<file path="src/rtl/ttce_pkg.sv">
`default_nettype none

package ttce_pkg;

    localparam int COLUMNS = 80;
    localparam int ROWS    = 25;
    localparam int CELLS   = COLUMNS * ROWS;
    localparam int ADDR_W  = $clog2(CELLS);
    localparam int COL_FW  = 7;
    localparam int ROW_FW  = 5;
    localparam int SEQ_MAX = 8;
    localparam int LEN_W   = 4;

    localparam logic [7:0] ESC_BYTE   = 8'h1B;
    localparam logic [7:0] BLANK_CHAR = 8'h20;
    localparam logic [7:0] RESET_ATTR = 8'h07;
    localparam logic [7:0] CH_NUL     = 8'h00;
    localparam logic [7:0] CH_LF      = 8'h0A;
    localparam logic [7:0] CH_CR      = 8'h0D;
    localparam logic [7:0] CH_BS      = 8'h08;

    typedef enum logic [2:0] {
        CLS_FAIL, CLS_PENDING, CLS_CLEAR, CLS_HOME, CLS_EOL, CLS_POS, CLS_COLOR
    } t_cls;

    typedef enum logic [1:0] {
        PC_NUL, PC_NL, PC_BS, PC_CHAR
    } t_pcat;

    typedef enum logic [3:0] {
        OP_NONE, OP_LOAD, OP_RD_CELL, OP_RD_CAP, OP_CONSUME, OP_CLR_INIT,
        OP_EOL_INIT, OP_BLANK_STEP, OP_SCR_INIT, OP_SCR_RD, OP_SCR_WR,
        OP_TAIL_INIT, OP_PLAIN_CHAR, OP_NEWLINE, OP_BS_MOVE, OP_BLANK_CUR
    } t_op;

    typedef struct packed {
        t_op  op;
        logic out_load;
    } t_dp_cmd;

    typedef struct packed {
        t_cls  cls;
        t_pcat pcat;
        logic  len_zero;
        logic  x_last;
        logic  y_last;
        logic  sweep_last;
    } t_dp_stat;

endpackage

`default_nettype wire

</file>
<file path="src/rtl/ttce_ctrl.sv">
`default_nettype none

module ttce_ctrl import ttce_pkg::*; (
    input  wire logic     i_clk,
    input  wire logic     i_rst_n,
    input  wire logic     i_s_tvalid,
    input  wire logic     i_func,
    output logic          o_s_tready,
    input  wire logic     i_m_tready,
    output logic          o_m_tvalid,
    output t_dp_cmd       o_cmd,
    input  wire t_dp_stat i_stat
);

    typedef enum logic [3:0] {
        S_INIT, S_IDLE, S_RD_CAP, S_DISPATCH, S_CONSUME, S_NL, S_SCR_INIT,
        S_SCR_RD, S_SCR_WR, S_TAIL_INIT, S_SWEEP, S_BS_BLANK, S_DONE
    } t_state;

    t_state r_state;
    t_state n_state;
    logic   r_init;
    logic   r_m_tvalid;
    logic   n_m_tvalid;
    logic   done_load;

    always_comb begin
        n_state        = r_state;
        o_cmd.op       = OP_NONE;
        done_load      = 1'b0;
        case (r_state)
            S_INIT: begin
                o_cmd.op = OP_CLR_INIT;
                n_state  = S_SWEEP;
            end
            S_IDLE: begin
                if (i_s_tvalid) begin
                    o_cmd.op = i_func ? OP_RD_CELL : OP_LOAD;
                    n_state  = i_func ? S_RD_CAP : S_DISPATCH;
                end
            end
            S_RD_CAP: begin
                o_cmd.op = OP_RD_CAP;
                n_state  = S_DONE;
            end
            S_DISPATCH: begin
                if (i_stat.len_zero) begin
                    n_state = S_DONE;
                end else begin
                    case (i_stat.cls)
                        CLS_PENDING: n_state = S_DONE;
                        CLS_CLEAR: begin
                            o_cmd.op = OP_CLR_INIT;
                            n_state  = S_SWEEP;
                        end
                        CLS_EOL: begin
                            o_cmd.op = OP_EOL_INIT;
                            n_state  = S_SWEEP;
                        end
                        CLS_FAIL: begin
                            case (i_stat.pcat)
                                PC_NUL: o_cmd.op = OP_CONSUME;
                                PC_NL:  n_state  = S_NL;
                                PC_BS: begin
                                    o_cmd.op = OP_BS_MOVE;
                                    n_state  = S_BS_BLANK;
                                end
                                default: begin
                                    o_cmd.op = OP_PLAIN_CHAR;
                                    n_state  = i_stat.x_last ? S_NL : S_CONSUME;
                                end
                            endcase
                        end
                        default: o_cmd.op = OP_CONSUME;
                    endcase
                end
            end
            S_CONSUME: begin
                o_cmd.op = OP_CONSUME;
                n_state  = S_DISPATCH;
            end
            S_NL: begin
                o_cmd.op = OP_NEWLINE;
                n_state  = i_stat.y_last ? S_SCR_INIT : S_CONSUME;
            end
            S_SCR_INIT: begin
                o_cmd.op = OP_SCR_INIT;
                n_state  = S_SCR_RD;
            end
            S_SCR_RD: begin
                o_cmd.op = OP_SCR_RD;
                n_state  = S_SCR_WR;
            end
            S_SCR_WR: begin
                o_cmd.op = OP_SCR_WR;
                n_state  = i_stat.sweep_last ? S_TAIL_INIT : S_SCR_RD;
            end
            S_TAIL_INIT: begin
                o_cmd.op = OP_TAIL_INIT;
                n_state  = S_SWEEP;
            end
            S_SWEEP: begin
                o_cmd.op = OP_BLANK_STEP;
                if (i_stat.sweep_last) begin
                    n_state = r_init ? S_IDLE : S_CONSUME;
                end
            end
            S_BS_BLANK: begin
                o_cmd.op = OP_BLANK_CUR;
                n_state  = S_CONSUME;
            end
            S_DONE: begin
                if (!r_m_tvalid || i_m_tready) begin
                    done_load = 1'b1;
                    n_state   = S_IDLE;
                end
            end
            default: n_state = S_IDLE;
        endcase
        o_cmd.out_load = done_load;
        n_m_tvalid     = done_load | (r_m_tvalid & ~i_m_tready);
    end

    always_ff @(posedge i_clk) begin
        if (!i_rst_n) begin
            r_state    <= S_INIT;
            r_init     <= 1'b1;
            r_m_tvalid <= 1'b0;
        end else begin
            r_state    <= n_state;
            r_m_tvalid <= n_m_tvalid;
            if (r_state == S_IDLE) begin
                r_init <= 1'b0;
            end
        end
    end

    assign o_s_tready = (r_state == S_IDLE);
    assign o_m_tvalid = r_m_tvalid;

endmodule

`default_nettype wire

</file>
<file path="config.mk">
export PLATFORM = sky130hd
export DESIGN_NAME = ttce_ctrl
export DESIGN_NICKNAME = d
export VERILOG_FILES = /design/src/rtl/ttce_pkg.sv /design/src/rtl/ttce_ctrl.sv
export SDC_FILE = /design/constraint.sdc
export NUM_CORES = 1
export LEC_CHECK = 0
export ABC_AREA = 1
export BUFFER_PORTS_ARGS = -buffer_cell sky130_fd_sc_hd__buf_2
export CORE_UTILIZATION = 35
export DETAILED_ROUTE_END_ITERATION = 6
export GPL_TIMING_DRIVEN = 1
export PLACE_DENSITY = 0.68
export SYNTH_ARGS = -nofsm -noshare
export SYNTH_HDL_FRONTEND = slang
export SYNTH_SLANG_ARGS = --single-unit
</file>
<file path="constraint.sdc">
create_clock -name i_clk -period 2.53 [get_ports i_clk]
set_input_delay 0.1265 -clock i_clk [delete_from_list [all_inputs] [get_ports i_clk]]
set_output_delay 0.1265 -clock i_clk [all_outputs]
set_load 0.03 [all_outputs]
</file>
==> results of run 1 <==
## layout by cell type (no fill, tap or decap), types with 2 or more instances in the layout
master,netlist,routed
ha_1,4,4
nor2_2,2,2
inv_1,16,16
inv_2,5,5
nand3_1,9,9
a21oi_1,5,5
dfxtp_1,6,6
o21ai_0,5,5
nand2_1,36,36
nor2_1,28,28
nor2_4,2,2
o211ai_1,2,2
nand4_1,2,2
clkbuf_4,0,3
buf_2,0,20
nand2_2,4,4
nand3_2,3,3
o21ai_1,2,2
## critical path, delay by kind of cell, from the launching register on
family / cells / cell delay (ns)
flops: 1 / 0.54
buf+inv: 1 / 0.22
simple gates: 2 / 0.44
compound gates: 2 / 0.26
## registers in the layout, indices dropped and copies added (netlist names)
| register | cells |
|---|---|
| o_m_tvalid | 1 |
| r_init | 1 |
| r_state | 4 |
## metrics by stage
| stage | power [mW] | instance area (um^2) | setup slack (ns) | hold WS [ns] | cells |
|---|---|---|---|---|---|
| after floorplan | 0.691 | 782 | 0.913 | 0.203 | 139 |
| after global placement | 0.837 | 897 | 0.988 | 0.342 | 184 |
| after detailed placement | 0.848 | 897 | 0.948 | 0.347 | 184 |
| after CTS | 0.941 | 920 | 0.677 | 0.0961 | 187 |
| after global routing | 1.02 | 920 | 0.554 | 0.131 | 187 |
| final | 0.940 | 920 | 0.684 | 0.105 | 187 |
## per-layer routing
layer  wire length, um  track usage, %
met4                17            5.88
met3                98            1.56
met5                 0               0
met2               995            33.6
met1               931            21.0
## worst max-delay path by stage
stage | start | to | slack (ns) | depth (start not counted)
6_report | r_state[1]$_SDFFE_PN0P_ | o_cmd[4] | 0.68 | 5
5_1_grt | r_state[1]$_SDFFE_PN0P_ | o_cmd[4] | 0.55 | 5
4_1_cts | r_state[1]$_SDFFE_PN0P_ | o_cmd[4] | 0.68 | 5
3_5_place_dp | r_state[1]$_SDFFE_PN0P_ | o_cmd[4] | 0.95 | 5
3_3_place_gp | r_state[1]$_SDFFE_PN0P_ | o_cmd[4] | 0.99 | 5
2_1_floorplan | r_state[0]$_SDFFE_PN0P_ | o_cmd[2] | 0.91 | 4
## logic make-up (layout without fill, tap and decap cells)
| logic type | count (synthesis) | after routing | synth area share [%] |
|---|---|---|---|
| buffers and inverters | 24 | 45 | 13.0 |
| AND/OR/NAND/NOR | 88 | 88 | 52.5 |
| flip-flops | 6 | 6 | 15.4 |
| adder cells (fa/ha/maj) | 4 | 4 | 6.40 |
| AO/OA/AOI/OAI | 17 | 17 | 12.8 |
## power groups by stage
stage	combinational (mW)	clock, mW	sequential, mW
finish	0.668	0.0900	0.182
global placement	0.657	0	0.180
CTS	0.667	0.0930	0.181
detailed placement	0.666	0	0.183
floorplan	0.531	0	0.160
global route	0.734	0.0959	0.188
## final cells by class
class                      instances  area [um^2]
clock buffer                       3         22.5
fill                             232         1100
inverter                          22         82.6
multi-input combinational        109          561
sequential                         6          120
tap                               27         33.8
timing repair buffer              20          100
==> flow_metrics.tcl, run 1 <==
set metrics [dict create \
    fp.coreArea_mm2 0.00202 \
    syn_area_per_cell_um2 5.63 \
    power_frac_clock_pct 9.6 \
    synth_top_cell_area_share_pct 17.3 \
    ys_seq_area_share_pct 15.4 \
    totalWireLength_um 2040 \
    yosysMostFrequentCell "nand2_1" \
    syn_to_final_growth_pct 17.6 \
    port_buffers 20 \
    h-tree-depth 1 \
    syn_area_um2 782 \
    pwr_density_cell_mw_per_mm2 1020 \
    power.internal_uw 384 \
    cp_max_fo 8 \
    worstSkewPairLatency_ns 0.25 \
    num_vias 904 \
    r2r_start "r_state[1]$_SDFFE_PN0P_" \
    hold_class "in -> reg" \
    syn_nets 157 \
    finClkSkew_ns 0.0104 \
    num_rows 16 \
    cts_tree "done" \
    cp.arrival_ns 1.72 \
    ys_ff_latch 6 \
    ys_top_cells_by_count "36 x nand2_1, 28 x nor2_1, 16 x inv_1, 9 x nand3_1, 6 x dfxtp_1" \
    max_freq_mhz 542 \
    first_pass_iters 4 \
    holdPathEnd "r_init$_SDFFE_PN1P_" \
    synth_cell_types 24 \
    clk_pin_slew_ns 0.05 \
    r2r_slack_ns 0.99 \
    hold_buffers 0 \
    nets 180 \
    async_reset_ff_share_pct 0 \
    worst-r2r-cell-count 9 \
    cp-start-kind "flip-flop" \
    drt_iter0_markers 21 \
    whs_path_depth 2 \
    grt_pass1_vias 878 \
    finalCriticalPeriod_ns 1.85 \
    final_core_util_pct 45.5 \
    overflow 0 \
    antenna_found_initial 0 \
    peakVddDrop_uv 636 \
    critPathCaptureType "output pin" \
    die_w_um 49.3 \
    worstSetupPathType "reg -> out" \
    cp_common_cell "o211ai_1" \
    path_cells "nand2_2, nor3_4, o211ai_1, o211ai_1, buf_2" \
    cts-root-buf "clkbuf_4" \
    cts_resized 0 \
    via_per_inst 4.83 \
    drv_slew 0 \
    hold_start "i_rst_n" \
    synth_area_leader_cell "nand2_1" \
    n_antenna_cell 0 \
    p_seq_share_pct 19.3 \
    num_io_pins 21 \
    grt.total_usage_pct 17.9 \
    die_h_um 49.3 \
    start_util_pct 38.7 \
    clk_path_buf_depth 2 \
    comb_power_share_pct 71.1 \
    cts_buffers 3 \
    worst_path_max_delay_cell "dfxtp_1" \
    layout-drive-gt1-share_pct 26.3 \
    place.gp.congestion 0.855 \
    synth_area_leaders "nand2_1 17%, dfxtp_1 15%, nor2_1 13%" \
    rsz0062_at_grt "false" \
    numClockSinks 6 \
    maxCapViolCount 0 \
    hpwlAfterDp_um 1740 \
    ys.flop_type "dfxtp_1" \
    antenna_left 0 \
    switching_share_pct 59.2 \
    die_area_mm2 0.00243 \
    synthCells 139 \
    finalHoldViolations 0 \
    grt_start_max_net_pins 9 \
    slew_headroom_pct 75.5 \
    yosys_warnings 0 \
    drc_errors 0 \
    setup_viol 0 \
    switchingPower_uw 556 \
    timing.rr.end "r_state[3]$_SDFFE_PN0P_" \
    fin_crit_sh_pct 73.0 \
    worst_pin_slew_ns 0.367 \
    worstPathRequired_ns 2.40 \
    cpPeakStageDelay_ns 0.54 \
    grt_pass1_wl_um 3440 \
    wire_per_inst_um 10.9 \
    p_leak_nw 0.520 \
    status "complete, no violations" \
    tns_ns 0 \
    post_cts_buffers 0 \
    synth_edf_count 0 \
]
Note: power is estimated with default switching activity, not from simulation.
==> run 2, diff against run 1 <==
- ABC_AREA: 1 -> 0
- PLACE_DENSITY: 0.68 -> 0.71
- clock period: 2.53 -> 1.6 ns (I/O delays scaled with it)
==> run 2 against run 1 <==
The run now ends with setup timing left. Critical path depth unchanged. Sequential power grew 38%. Via count is 7.5% higher. Sequential share of layout area is 2.3 points lower. Largest cell class unchanged.
==> flow_metrics.tcl, run 2 <==
set metrics [dict create \
    status "finished, violations left" \
    violations "setup timing" \
    synth_top_cell_area_share_pct 16.2 \
    antenna_found_initial 0 \
    cpPeakStageDelay_ns 0.35 \
    via_per_inst 5.72 \
    cts_buffers 3 \
    clk_pin_slew_ns 0.05 \
    worstSkewPairLatency_ns 0.25 \
    synth_edf_count 0 \
    rsz0062_at_grt "true" \
    num_rows 16 \
    port_buffers 20 \
    drc_errors 0 \
    final_cell_mix "23 x buf_4, 14 x buf_2, 9 x nor2_1, 9 x buf_6, 8 x inv_1" \
    grt.total_usage_pct 22.5 \
    cts_tree "done" \
    holdWs_ns 0.0589 \
    antenna_left 0 \
    num_vias 972 \
    worstSetupPathType "reg -> out" \
    synth_area_leader_cell "dfxtp_1" \
    hpwlAfterDp_um 1630 \
    whs_path_depth 2 \
    r2r_start "r_state[3]$_SDFFE_PN0P_" \
    syn_area_per_cell_um2 7.27 \
    grt_pass1_vias 822 \
    worst_path_max_delay_cell "dfxtp_2" \
    cp_common_cell "buf_6" \
    place.gp.congestion 0.850 \
    numClockSinks 6 \
    synth_cell_types 44 \
    cp_max_fo 4 \
    n_antenna_cell 0 \
    path_cells "buf_6, and4bb_2, and2_4, a221o_1, buf_6" \
    first_pass_iters 4 \
    final_common_cell "buf_4" \
    worstPathRequired_ns 1.52 \
    ys_top_cells_by_count "10 x nor2_1, 8 x inv_1, 7 x nand2_1" \
    final_core_util_pct 58.2 \
    largest_register_ffs 4 \
    switching_share_pct 46.0 \
    maxCapViolCount 0 \
    dp_slack_ns 0.0125 \
    p_leak_nw 0.519 \
    synth_mux_area_share_pct 0 \
    h-tree-depth 1 \
    num_io_pins 21 \
    power.internal_uw 993 \
    slew_headroom_pct 74.2 \
    max_freq_mhz 602 \
    fin_ws_ns -0.0624 \
    place_area_um2 942 \
    layout-drive-gt1-share_pct 45.5 \
    comb_power_share_pct 78.5 \
    highest_layer "met4" \
    pwr_density_cell_mw_per_mm2 1590 \
    setup_viol 4 \
    regMostFlops "r_state" \
    regArea_um2 124 \
    nFillCells 163 \
    drv_slew 0 \
    start_util_pct 37.4 \
    syn_nets 120 \
    hold_buffers 0 \
    r2r_slack_ns -0.05 \
    total_power_mw 1.84 \
    timing.rr.end "r_state[2]$_SDFFE_PN0P_" \
    synth_top_family_by_area "compound AO/OA/AOI/OAI gates" \
    die_area_mm2 0.00231 \
    multi_input_area_um2 599 \
    wire_per_inst_um 15.3 \
    fin_area_mm2 0.00115 \
    synth-compound-area-share_pct 33.2 \
    wl_met1_um 1100 \
    critPathCaptureType "output pin" \
    die_h_um 48.0 \
    cts-root-buf "clkbuf_4" \
    nets 163 \
    synthSimpleGateAreaFrac_pct 32.4 \
    fp.coreArea_mm2 0.00198 \
    overflow 0 \
    ys_ff_latch 6 \
    yosys_warnings 0 \
    finClkSkew_ns 0.00405 \
    worst-r2r-cell-count 4 \
    switchingPower_uw 847 \
    power_frac_clock_pct 7.8 \
    synthAdderAreaFrac_pct 8.09 \
    hold_class "in -> reg" \
    holdPathEnd "r_init$_SDFFE_PN1P_" \
    hold_start "i_rst_n" \
    cp.arrival_ns 1.58 \
    die_w_um 48.0 \
    yosysMostFrequentCell "nor2_1" \
    wl_met2_um 1290 \
    worstPathBufferInverterCount 2 \
    peakVddDrop_uv 814 \
    finalHoldViolations 0 \
    drt_iter0_markers 33 \
    fin_crit_sh_pct 104 \
    clk_path_buf_depth 2 \
    synthCells 102 \
    p_seq_share_pct 13.6 \
    finalCriticalPeriod_ns 1.66 \
    critical-path-top-delay-family "simple AND/OR/NAND/NOR gates" \
    syn_area_um2 742 \
    synth_area_leaders "dfxtp_1 16%, ha_1 6.7%, nor2_1 5.1%" \
    syn_to_final_growth_pct 55.5 \
    synth-xor-area-share_pct 0 \
    ys_seq_area_share_pct 16.2 \
    totalWireLength_um 2610 \
    ys.flop_type "dfxtp_1" \
    met3WireLength_um 134 \
    grt_pass1_wl_um 3620 \
    worst_pin_slew_ns 0.377 \
    grt_start_max_net_pins 13 \
    cp-start-kind "flip-flop" \
    async_reset_ff_share_pct 0 \
]
[run 2: cell count changes after synthesis, sizes merged, moves of 3 or more]
cell    delta
o21ai      -3
nand2b     +4
clkbuf     +3
nand2     -33
nor2b      +6
a211oi     +3
a21oi      -4
nor2      -22
inv       -13
buf        +3
o22ai      +6
nand3     -10
[run 2: what timing repair did]
action	in CTS	in global routing
setup endpoints to repair	4	10
buffers inserted	9	3
pin swaps	6	4
gates resized for setup	17	14
[run 2: worst max-delay path by stage]
stage / startpoint / endpoint / cells after the start
floorplan: r_state[1]$_SDFFE_PN0P_ / r_state[2]$_SDFFE_PN0P_ / 5
global placement: r_state[3]$_SDFFE_PN0P_ / r_state[2]$_SDFFE_PN0P_ / 4
detailed placement: r_state[3]$_SDFFE_PN0P_ / r_state[2]$_SDFFE_PN0P_ / 4
CTS: r_state[1]$_SDFFE_PN0P_ / o_cmd[3] / 5
global route: r_state[1]$_SDFFE_PN0P_ / o_cmd[3] / 5
finish: r_state[3]$_SDFFE_PN0P_ / o_cmd[3] / 5
[run 2: cell families after synthesis]
group | Yosys count
and+or+nand+nor | 42
adders and majority gates | 5
AOI/OAI and AO/OA | 33
buffers and inverters | 16
DFF | 6
[run 2: routing by layer]
| layer | track usage [%] | up-vias |
|---|---|---|
| met5 | 0 | - |
| met4 | 7.78 | 0 |
| met3 | 4.53 | 10 |
| met2 | 36.8 | 53 |
| met1 | 29.1 | 448 |
| li1 | - | 461 |
[run 2: power by group through the flow]
| stage | clock (mW) | combinational [mW] | sequential [mW] |
|---|---|---|---|
| after floorplan | 0 | 0.750 | 0.243 |
| after global placement | 0 | 1.04 | 0.228 |
| after detailed placement | 0 | 1.06 | 0.232 |
| after CTS | 0.142 | 1.29 | 0.241 |
| after global routing | 0.159 | 1.53 | 0.252 |
| final | 0.144 | 1.44 | 0.251 |
[run 2: through the flow]
stage	cells	TNS [ns]
detailed placement	155	0
finish	170	-0.192
global route	170	-0.472
global placement	155	0
floorplan	102	-0.0133
CTS	167	-0.0732
[run 2: final cells by class]
| class | count | share of cell area (%) |
|---|---|---|
| Multi-Input combinational cell | 80 | 52.0 |
| Timing Repair Buffer | 46 | 29.8 |
| Sequential cell | 6 | 10.7 |
| Tap cell | 27 | 2.93 |
| Inverter | 8 | 2.60 |
| Clock buffer | 3 | 1.95 |
==> run 3, diff against run 2 <==
- CORE_UTILIZATION: 35 -> 45
- PLACE_DENSITY: 0.71 -> 0.84
==> run 3 against run 2 <==
The flow still finishes with violations (setup timing). Worst setup slack got worse by 0.051 ns. Register-to-register slack got worse by 0.06 ns. Maximum frequency decreased by 3.0%. Critical path depth increased by 2. Non-clock buffer count decreased by 4. Via count increased by 0.10%. Cell area decreased by 4.8%. Utilization increased by 14 points. Global-route usage increased by 6.5 points. Critical endpoint is now r_state[1]$_SDFFE_PN0P_.
==> flow_metrics.tcl, run 3 (synthesis gave the netlist of run 2 again) <==
set metrics [dict create \
    final_cell_mix "17 x buf_4, 16 x buf_2, 9 x nor2_1" \
    timing.rr.end "r_state[1]$_SDFFE_PN0P_" \
    cpPeakStageDelay_ns 0.34 \
    critical-path-top-delay-family "buffers and inverters" \
    antenna_left 0 \
    h-tree-depth 1 \
    regMostFlops "r_state" \
    cp.arrival_ns 1.88 \
    hold_buffers 0 \
    fin_ws_ns -0.114 \
    hold_class "in -> reg" \
    finClkSkew_ns 0.0130 \
    first_pass_iters 4 \
    grt.total_usage_pct 28.9 \
    hold_start "i_rst_n" \
    worstPathBufferInverterCount 4 \
    via_per_inst 6.28 \
    drv_slew 0 \
    antenna_found_initial 0 \
    max_freq_mhz 584 \
    path_cells "buf_6, buf_4, clkinvlp_4, buf_4, o22ai_1, a22oi_1, a211oi_2" \
    holdWs_ns 0.0515 \
    worstPathRequired_ns 1.77 \
    start_util_pct 48.7 \
    final-instance-count-excl-fill 155 \
    largest_register_ffs 4 \
    place.gp.congestion 0.882 \
    layout-drive-gt1-share_pct 44.6 \
    cp-start-kind "flip-flop" \
    p_leak_nw 0.493 \
    num_io_pins 21 \
    dp.cells 142 \
    fin_crit_sh_pct 107 \
    whs_path_depth 2 \
    r2r_slack_ns -0.11 \
    cts_buffers 3 \
    critPathCaptureType "flip-flop" \
    worst-r2r-cell-count 7 \
    totalWireLength_um 2550 \
    drc_errors 0 \
    cp_common_cell "buf_4" \
    die_area_mm2 0.00182 \
    dp_slack_ns -0.00635 \
    maxCapViolCount 0 \
    slew_headroom_pct 68.5 \
    syn_to_final_growth_pct 48.1 \
    overflow 0 \
    total_power_mw 1.80 \
    nets 159 \
    pwr_density_cell_mw_per_mm2 1640 \
    final_common_cell "buf_4" \
    grt_pass1_vias 908 \
    nFillCells 117 \
    status "finished, violations left" \
    wire_per_inst_um 16.5 \
    finalHoldViolations 0 \
    holdPathEnd "r_init$_SDFFE_PN1P_" \
    die_w_um 42.6 \
    worst_path_max_delay_cell "dfxtp_2" \
    die_h_um 42.6 \
    numClockSinks 6 \
    drt_iter0_markers 58 \
    finalCriticalPeriod_ns 1.71 \
    rsz0062_at_grt "true" \
    n_antenna_cell 0 \
    peakVddDrop_uv 743 \
    grt_start_max_net_pins 11 \
    fp.coreArea_mm2 0.00152 \
    worstSkewPairLatency_ns 0.26 \
    num_rows 14 \
    grt_pass1_wl_um 4030 \
    clk_path_buf_depth 2 \
    worstSetupPathType "reg -> reg" \
    cp_max_fo 8 \
    r2r_start "r_state[2]$_SDFFE_PN0P_" \
    hpwlAfterDp_um 1570 \
    final_core_util_pct 72.1 \
    num_vias 973 \
    port_buffers 20 \
    violations "setup timing" \
    cts_tree "done" \
    clk_pin_slew_ns 0.05 \
    cts-root-buf "clkbuf_4" \
    worst_pin_slew_ns 0.460 \
    setup_viol 8 \
]
## run 3: repair_timing
action | 4_1_cts | 5_1_grt
resized for setup | 21 | 5
setup buffers | 8 | 2
pin swaps | 7 | 2
endpoints found under the setup margin | 4 | 10
## run 3: worst max path at each step
stage | startpoint | to | slack, ns | cells past startpoint
floorplan | r_state[1]$_SDFFE_PN0P_ | r_state[2]$_SDFFE_PN0P_ | -0.01 | 5
global route | r_state[2]$_SDFFE_PN0P_ | o_cmd[4] | -0.15 | 6
finish | r_state[2]$_SDFFE_PN0P_ | r_state[1]$_SDFFE_PN0P_ | -0.11 | 7
detailed placement | r_state[3]$_SDFFE_PN0P_ | r_state[2]$_SDFFE_PN0P_ | -0.006 | 4
global placement | r_state[3]$_SDFFE_PN0P_ | r_state[2]$_SDFFE_PN0P_ | 0.06 | 4
CTS | r_state[1]$_SDFFE_PN0P_ | o_cmd[3] | -0.05 | 5
## run 3: per-layer routing
layer,vias to the layer above,global-route usage [%],wire length [um]
met5,-,0,0
met4,0,14.4,113
met3,12,6.47,196
met2,65,45.8,1220
met1,442,36.5,1030
li1,454,-,-
## run 3: power by group
part           total (mW)  internal [mW]  leakage, nW  switching [mW]
clock               0.145         0.0852       0.0138          0.0597
sequential          0.246          0.206       0.0503          0.0403
combinational        1.41          0.673        0.429           0.740
total                1.80          0.964        0.493           0.840
## run 3: through the flow
step | area (um^2) | TNS, ns
2_1_floorplan | 748 | -0.0133
3_3_place_gp | 913 | 0
3_5_place_dp | 913 | -0.00635
4_1_cts | 1060 | -0.106
5_1_grt | 1100 | -0.884
6_report | 1100 | -0.441
## run 3: cell type report
class | instances | area, um^2 | share of cell area (%)
multi-input combinational | 80 | 593 | 54.0
timing repair buffer | 42 | 305 | 27.8
sequential | 6 | 124 | 11.3
inverter | 8 | 33.8 | 3.08
clock buffer | 3 | 22.5 | 2.05
tap | 16 | 20.0 | 1.82
